--- src/sma_pkg.sv ---
// ----------------------------------------------------------------------------
// sma_pkg: shared types and constants of the stack machine ALU
// Operation codes, field widths, stream widths and the controller state type.
// ----------------------------------------------------------------------------
package sma_pkg;

  localparam int DATA_W              = 64;
  localparam int HALF_W              = 32;
  localparam int MODE_W              = 5;
  localparam int OUT_CNT_W           = 11;
  localparam int IN_TDATA_W          = 64;
  localparam int OUT_TDATA_W         = 80;
  localparam int DEFAULT_STACK_DEPTH = 1024;

  // Operation codes carried in the request's mode field.
  localparam logic [MODE_W-1:0] MODE_PUSH = 5'd0;
  localparam logic [MODE_W-1:0] MODE_POP  = 5'd1;
  localparam logic [MODE_W-1:0] MODE_ADD  = 5'd2;
  localparam logic [MODE_W-1:0] MODE_SUB  = 5'd3;
  localparam logic [MODE_W-1:0] MODE_MUL  = 5'd4;
  localparam logic [MODE_W-1:0] MODE_AND  = 5'd5;
  localparam logic [MODE_W-1:0] MODE_OR   = 5'd6;
  localparam logic [MODE_W-1:0] MODE_XOR  = 5'd7;
  localparam logic [MODE_W-1:0] MODE_SHL  = 5'd8;
  localparam logic [MODE_W-1:0] MODE_SHR  = 5'd9;
  localparam logic [MODE_W-1:0] MODE_EQ   = 5'd10;
  localparam logic [MODE_W-1:0] MODE_NE   = 5'd11;
  localparam logic [MODE_W-1:0] MODE_LT   = 5'd12;
  localparam logic [MODE_W-1:0] MODE_LE   = 5'd13;
  localparam logic [MODE_W-1:0] MODE_GT   = 5'd14;
  localparam logic [MODE_W-1:0] MODE_GE   = 5'd15;
  localparam logic [MODE_W-1:0] MODE_NOT  = 5'd16;
  localparam logic [MODE_W-1:0] MODE_LNOT = 5'd17;
  localparam logic [MODE_W-1:0] MODE_NEG  = 5'd18;

  typedef enum logic [2:0] {
    ST_IDLE,
    ST_RELOAD,
    ST_FETCH,
    ST_MUL,
    ST_EXEC
  } state_t;

endpackage

--- src/sma_mul.sv ---
// ----------------------------------------------------------------------------
// sma_mul: iterative 64-bit wrapping multiplier
// One shared 32x32 multiplier over four steps builds the low 64 product bits.
// ----------------------------------------------------------------------------
module sma_mul (
  input  logic                       clk,
  input  logic                       rst_n,
  input  logic                       start,
  input  logic [sma_pkg::DATA_W-1:0] a,
  input  logic [sma_pkg::DATA_W-1:0] b,
  output logic                       done,
  output logic [sma_pkg::DATA_W-1:0] product
);

  localparam int HW = sma_pkg::HALF_W;

  logic                       busy_r, busy_nxt;
  logic [1:0]                 step_r, step_nxt;
  logic                       done_r, done_nxt;
  logic [sma_pkg::DATA_W-1:0] prod_r, prod_nxt;
  logic [sma_pkg::DATA_W-1:0] acc_r, acc_nxt;
  logic [HW-1:0]              mul_x;
  logic [HW-1:0]              mul_y;

  // Step 0: lo*lo, step 1: a lo * b hi, step 2: a hi * b lo. The cross
  // products only reach the upper half, and their own upper halves fall off.
  always_comb begin
    mul_x = a[HW-1:0];
    mul_y = b[HW-1:0];
    case (step_r)
      2'd1: mul_y = b[2*HW-1:HW];
      2'd2: mul_x = a[2*HW-1:HW];
      default: ;
    endcase
  end

  always_comb begin
    busy_nxt = busy_r;
    step_nxt = step_r;
    done_nxt = 1'b0;
    prod_nxt = prod_r;
    acc_nxt  = acc_r;
    if (start) begin
      busy_nxt = 1'b1;
      step_nxt = 2'd0;
    end else if (busy_r) begin
      prod_nxt = mul_x * mul_y;
      case (step_r) inside
        2'd1: acc_nxt = prod_r;
        [2'd2:2'd3]: acc_nxt = {acc_r[2*HW-1:HW] + prod_r[HW-1:0], acc_r[HW-1:0]};
        default: ;
      endcase
      step_nxt = step_r + 2'd1;
      if (step_r == 2'd3) begin
        busy_nxt = 1'b0;
        done_nxt = 1'b1;
      end
    end
  end

  always_ff @(posedge clk) begin
    if (!rst_n) begin
      busy_r <= 1'b0;
      step_r <= 2'd0;
      done_r <= 1'b0;
    end else begin
      busy_r <= busy_nxt;
      step_r <= step_nxt;
      done_r <= done_nxt;
    end
    prod_r <= prod_nxt;
    acc_r  <= acc_nxt;
  end

  assign done    = done_r;
  assign product = acc_r;

endmodule

--- config.mk ---
export PLATFORM = sky130hd
export DESIGN_NAME = sma_mul
export DESIGN_NICKNAME = d
export VERILOG_FILES = /design/src/sma_pkg.sv /design/src/sma_mul.sv
export SDC_FILE = /design/constraint.sdc
export NUM_CORES = 2
export LEC_CHECK = 0
export ABC_AREA = 1
export BUFFER_PORTS_ARGS = -buffer_cell sky130_fd_sc_hd__buf_4
export CORE_MARGIN = 2
export CORE_UTILIZATION = 64
export CTS_BUF_LIST = sky130_fd_sc_hd__clkbuf_16
export DETAILED_ROUTE_END_ITERATION = 8
export PLACE_DENSITY = 0.91
export SLEW_MARGIN = 15
export SYNTH_ARGS = -nofsm -noshare
export SYNTH_HDL_FRONTEND = slang
export SYNTH_SLANG_ARGS = --single-unit
--- constraint.sdc ---
create_clock -name clk -period 13.4 [get_ports clk]
set_input_delay 2.68 -clock clk [delete_from_list [all_inputs] [get_ports clk]]
set_output_delay 2.68 -clock clk [all_outputs]
set_load 0.05 [all_outputs]
Word level (Yosys, flattened, before mapping) --
Index checks and enable logic that the tools add are counted.
Word-level totals: register bits after elaboration 132, bits of input ports 131, output and inout bits 65
Cells by class: $add $sub $neg 2, multiply operators 1, $lt $le $gt $ge 2, equality and inequality tests 3, multiplexer cells 8, bitwise logic cells 3, reductions and logical operators 7
Operators with widths (count):
- 64-bit two-way mux | 2
- 32-bit by 32-bit multiplier with 64-bit output | 1
- 32-bit two-way mux | 2
- 32-bit adder | 1
- 3-bit AND reduction | 2
- 2-bit equality test (second input constant) | 2
- 1-bit two-way mux | 4
- 1-bit NOT | 3
- 3-bit OR reduction | 1
- 2-bit by 1-bit adder with 2-bit output (second input constant) | 1
- 2-bit by 1-bit equality test with 1-bit output (second input constant) | 1
- 2-bit >= comparator (second input constant) | 1
- 2-bit less-or-equal comparator (second input constant) | 1
- 2-bit AND reduction | 1
- 2-bit nonzero test | 1
- 2-bit OR reduction | 1
- 1-bit logical AND | 1

Longest topological paths before layout --
depth after elaboration 4, gate-level depth with buffers 39, gate-level depth less buffers 35

Worst setup path before layout --
No wires, ideal clock.
path kind input-to-reg, start input b[37] (netlist bit), end register prod_r[41] (netlist bit) (data pin), library setup time 0.252 ns, arrival 8.586 ns, data required time 13.148 ns, slack 4.562 ns, cell stages on the path 26, path buffers 1, cell sequence or2_2 > o21ai_2 > buf_4 > nor2_1 > fa_1 > fa_1 > fa_1 > inv_1 > fa_1 > inv_1 > fa_1 > inv_1 > fa_1 > inv_1 > fa_1 > fa_1 > ha_1 > nand2_1 > nor2_1 > nand2_1 > nor2_1 > o21ai_1 > nand3_2 > nand3_1 > nand3_1 > nand2_1
On the way: longest elaborated chain between the ends 2
RTL lines:
- from (decl) | line sma_mul.sv:10 | input logic [sma_pkg::DATA_W-1:0] b,
- 32-bit two-way mux | line sma_mul.sv:30 | case (step_r)
- 32-bit by 32-bit multiplier with 64-bit output | line sma_mul.sv:47 | prod_nxt = mul_x * mul_y;
- to (signal assigned) | line sma_mul.sv:71 | prod_r <= prod_nxt;
- to (decl) | line sma_mul.sv:20 | logic [sma_pkg::DATA_W-1:0] prod_r, prod_nxt;
No other way between the ends. A chain may end at the register's enable or synchronous reset.

Worst setup path in the final report --
start input a[5] (netlist bit), end register prod_r[54] (netlist bit) (data pin)
On the way: longest elaborated chain between the ends 2
RTL lines:
- from (decl) | line sma_mul.sv:9 | input logic [sma_pkg::DATA_W-1:0] a,
- 32-bit two-way mux | line sma_mul.sv:30
- 32-bit by 32-bit multiplier with 64-bit output | line sma_mul.sv:47
No other way between the ends.

==> summary.txt <==
Outcome
  – Status: finished clean

Critical path
  – Crit path DAT: 10.49 ns
  – Worst Setup Start Kind: primary input
  – Kind of critical path: in2reg
  – Critical path peak fanout: 21
  – Master of the slowest instance on the critical path: inv_1
  – Worst Setup End Kind: flop
  – CP required: 13.59 ns
  – Cell mode on critical path: fa_1
  – Slowest stage delay, CP: 0.76 ns

Logic synthesis
  – Synth Warn #: 0
  – Syn_area_per_cell: 7.84 µm²
  – Leading area contributor after synthesis: fa_1
  – Syn Std Cell Area: 42300 µm²
  – Syn Inst Count: 5390
  – Register bit total from synthesis: 132
  – Synth Flop Type: edfxtp_1
  – EDFF count, synth: 128
  – Seq/Total Area, Yosys: 9.28%
  – Synth top area cells: fa_1 (42%), inv_1 (12%), nand2_1 (12%)
  – Synth Net Count: 6716
  – Cell variety after synth: 40
  – Synth async-reset ratio: 0%
  – Synth top area share: 42.5%

Floorplan
  – Rows: 94
  – Die width: 261 µm
  – Core region area: 65600 µm²
  – Die Ht: 261 µm
  – Die Footprint: 68100 µm²
  – Initial Utilization: 64.4%
  – Io pins: 196

Clock tree
  – Root buffer cell: clkbuf_16
  – Cts hold-fix bufs: 0
  – Deepest clock path buffer count: 2
  – Post-CTS Setup Repair Bufs: 0
  – CTS tree: yes
  – Clock slew at reported path FFs: 0.07 ns
  – Cts bufs inserted: 17
  – Post-cts repair resize count: 0
  – Clock insertion delay at the later pin of the skew report: 0.45 ns
  – H-tree lvl count: 4
  – CTS sink count: 132

Timing
  – Final Setup Violations: 0
  – Least-Margin Pin Slew: 1.22 ns
  – Period Utilization, post-route: 76.8%
  – Max frequency: 97.1 MHz
  – Min cycle time layout: 10.30 ns
  – Final Skew: 0.00920 ns
  – Final setup margin: 3.10 ns
  – Final Max Tran Viols: 0
  – Min Hold Slack: 0.517 ns
  – Setup TNS: 0 ns
  – Fin. Hold Viols: 0
  – RSZ-0062 raised after global routing: false
  – Rel. slew slack: 18.8%

Placed design
  – Half-perimeter wire length after placement: 111000 µm
  – Port Buffers: 195
  – DP Worst Slack: 2.86 ns
  – Placer Congestion: 1.02
  – Placed inst area: 44400 µm²

Cells and area
  – Layout Nets: 6813
  – Post-route cell area: 45000 µm²
  – Share of layout cells above drive strength 1: 8.15%
  – Area Growth Syn to Fin: 6.37%

Detailed routing
  – First-pass detailed-route iteration total: 9
  – DRC violation count after routing: 0
  – Initial DRC Count: 4252
  – Number of nets with antenna violations after routing: 0
  – Vias: 36400
  – Vias/cell: 5.71
  – Avg WL per Cell: 21.9 µm
  – WL final: 139000 µm

GRT
  – Vias in the first global route: 38100
  – Gr ovfl total: 0
  – First-pass GRT wire length: 212000 µm
  – Gr usage total: 42.0%
  – Antenna violations before repair: 0
  – Largest net degree at the start of global routing: 65

Hold path
  – Hold WC Path Type: reg2reg

Job
  – Max cap viols: 0
-- worst max-delay path, delay by kind of cell --
kind                     cells  cell delay (ns)
adder cells (fa/ha/maj)      9             4.44
buffers and inverters        6             1.04
AND/OR/NAND/NOR              9             1.65
AO/OA/AOI/OAI                1             0.64
-- final timing paths --
path	cells past startpoint	slack, ns	from	to
max reg2reg	31	3.90	step_r[1]	prod_r[54]
min reg2reg	2	0.52	prod_r[58]	product[58]
min	2	0.52	prod_r[58]	product[58]
max	25	3.10	a[5]	prod_r[54]
-- sequential cells by signal (all words and copies together) (netlist names) --
register / flops
product: 64
busy_r: 1
prod_r: 64
step_r: 2
done: 1
-- synthesized netlist by cell type (2+ instances only) --
cell and count:
o21ai_0 19, buf_2 130, dfxtp_1 4, inv_2 52, o21bai_2 2, o21ai_2 43, nand3_1 88, buf_6 7
nor3_4 3, fa_1 897, nor3_2 8, a21oi_1 71, o21ai_4 7, nand2_1 1366, nor2_4 5, clkbuf_1 21
inv_1 1373, o21bai_1 8, xor2_1 30, buf_4 14, nand4_1 11, xnor2_1 14, and2_1 2, buf_8 2
nand3b_1 8, nor4_1 3, buf_1 3, or2_1 4, o21ai_1 16, or2_2 8, nor2_2 11, nor3_1 17
nor2_1 701, edfxtp_1 128, ha_1 298, nand2_2 12
-- placed cells by master, fill, tap and decap left out, drive strengths merged, types with 11 or more instances in the layout --
| master | instances |
|---|---|
| buf | 255 |
| nor3 | 28 |
| inv | 1433 |
| nand4 | 11 |
| fa | 897 |
| nor2 | 717 |
| nand3 | 89 |
| or2 | 12 |
| edfxtp | 128 |
| clkbuf | 17 |
| xnor2 | 14 |
| o21ai | 85 |
| a21oi | 71 |
| ha | 298 |
| nand2 | 1378 |
| xor2 | 30 |
-- cells by family after synthesis --
family | Yosys count | share of synthesized area, %
DFF | 132 | 9.28
xor gates and xnor gates | 44 | 0.911
buffers and inverters | 1602 | 14.9
AOI/OAI and AO/OA | 168 | 2.65
and+or+nand+nor | 2249 | 21.0
adders and majority gates | 1195 | 51.3
-- per-stage QoR --
step                      utilization [%]  cells
final                                68.5   6365
after global routing                 68.5   6364
after CTS                            68.5   6364
after detailed placement             67.6   6332
after global placement               67.6   6332
after floorplan                         -   5390
-- cell type report --
cell class	instances	area (µm²)
diodes	1	2.50
multi-input cells	3656	32100
clock inverters	15	145
well taps	864	1080
clock buffers	17	425
flip-flops and latches	132	3920
fillers	5156	20700
inverters	1425	5350
repair buffers	255	1910
-- layer usage --
metal  wire length, µm  vias to the layer above  track usage (%)
li1                  -                    15600                -
met2             59700                     2697             62.7
met1             47400                    17300             52.6
met4             11600                        0             27.3
met3             20600                      803             14.0
met5                 0                        -                0
Power is left out: the tool's default activity adds up to more than one toggle a clock period on the data nets, which glitch-free logic cannot reach.
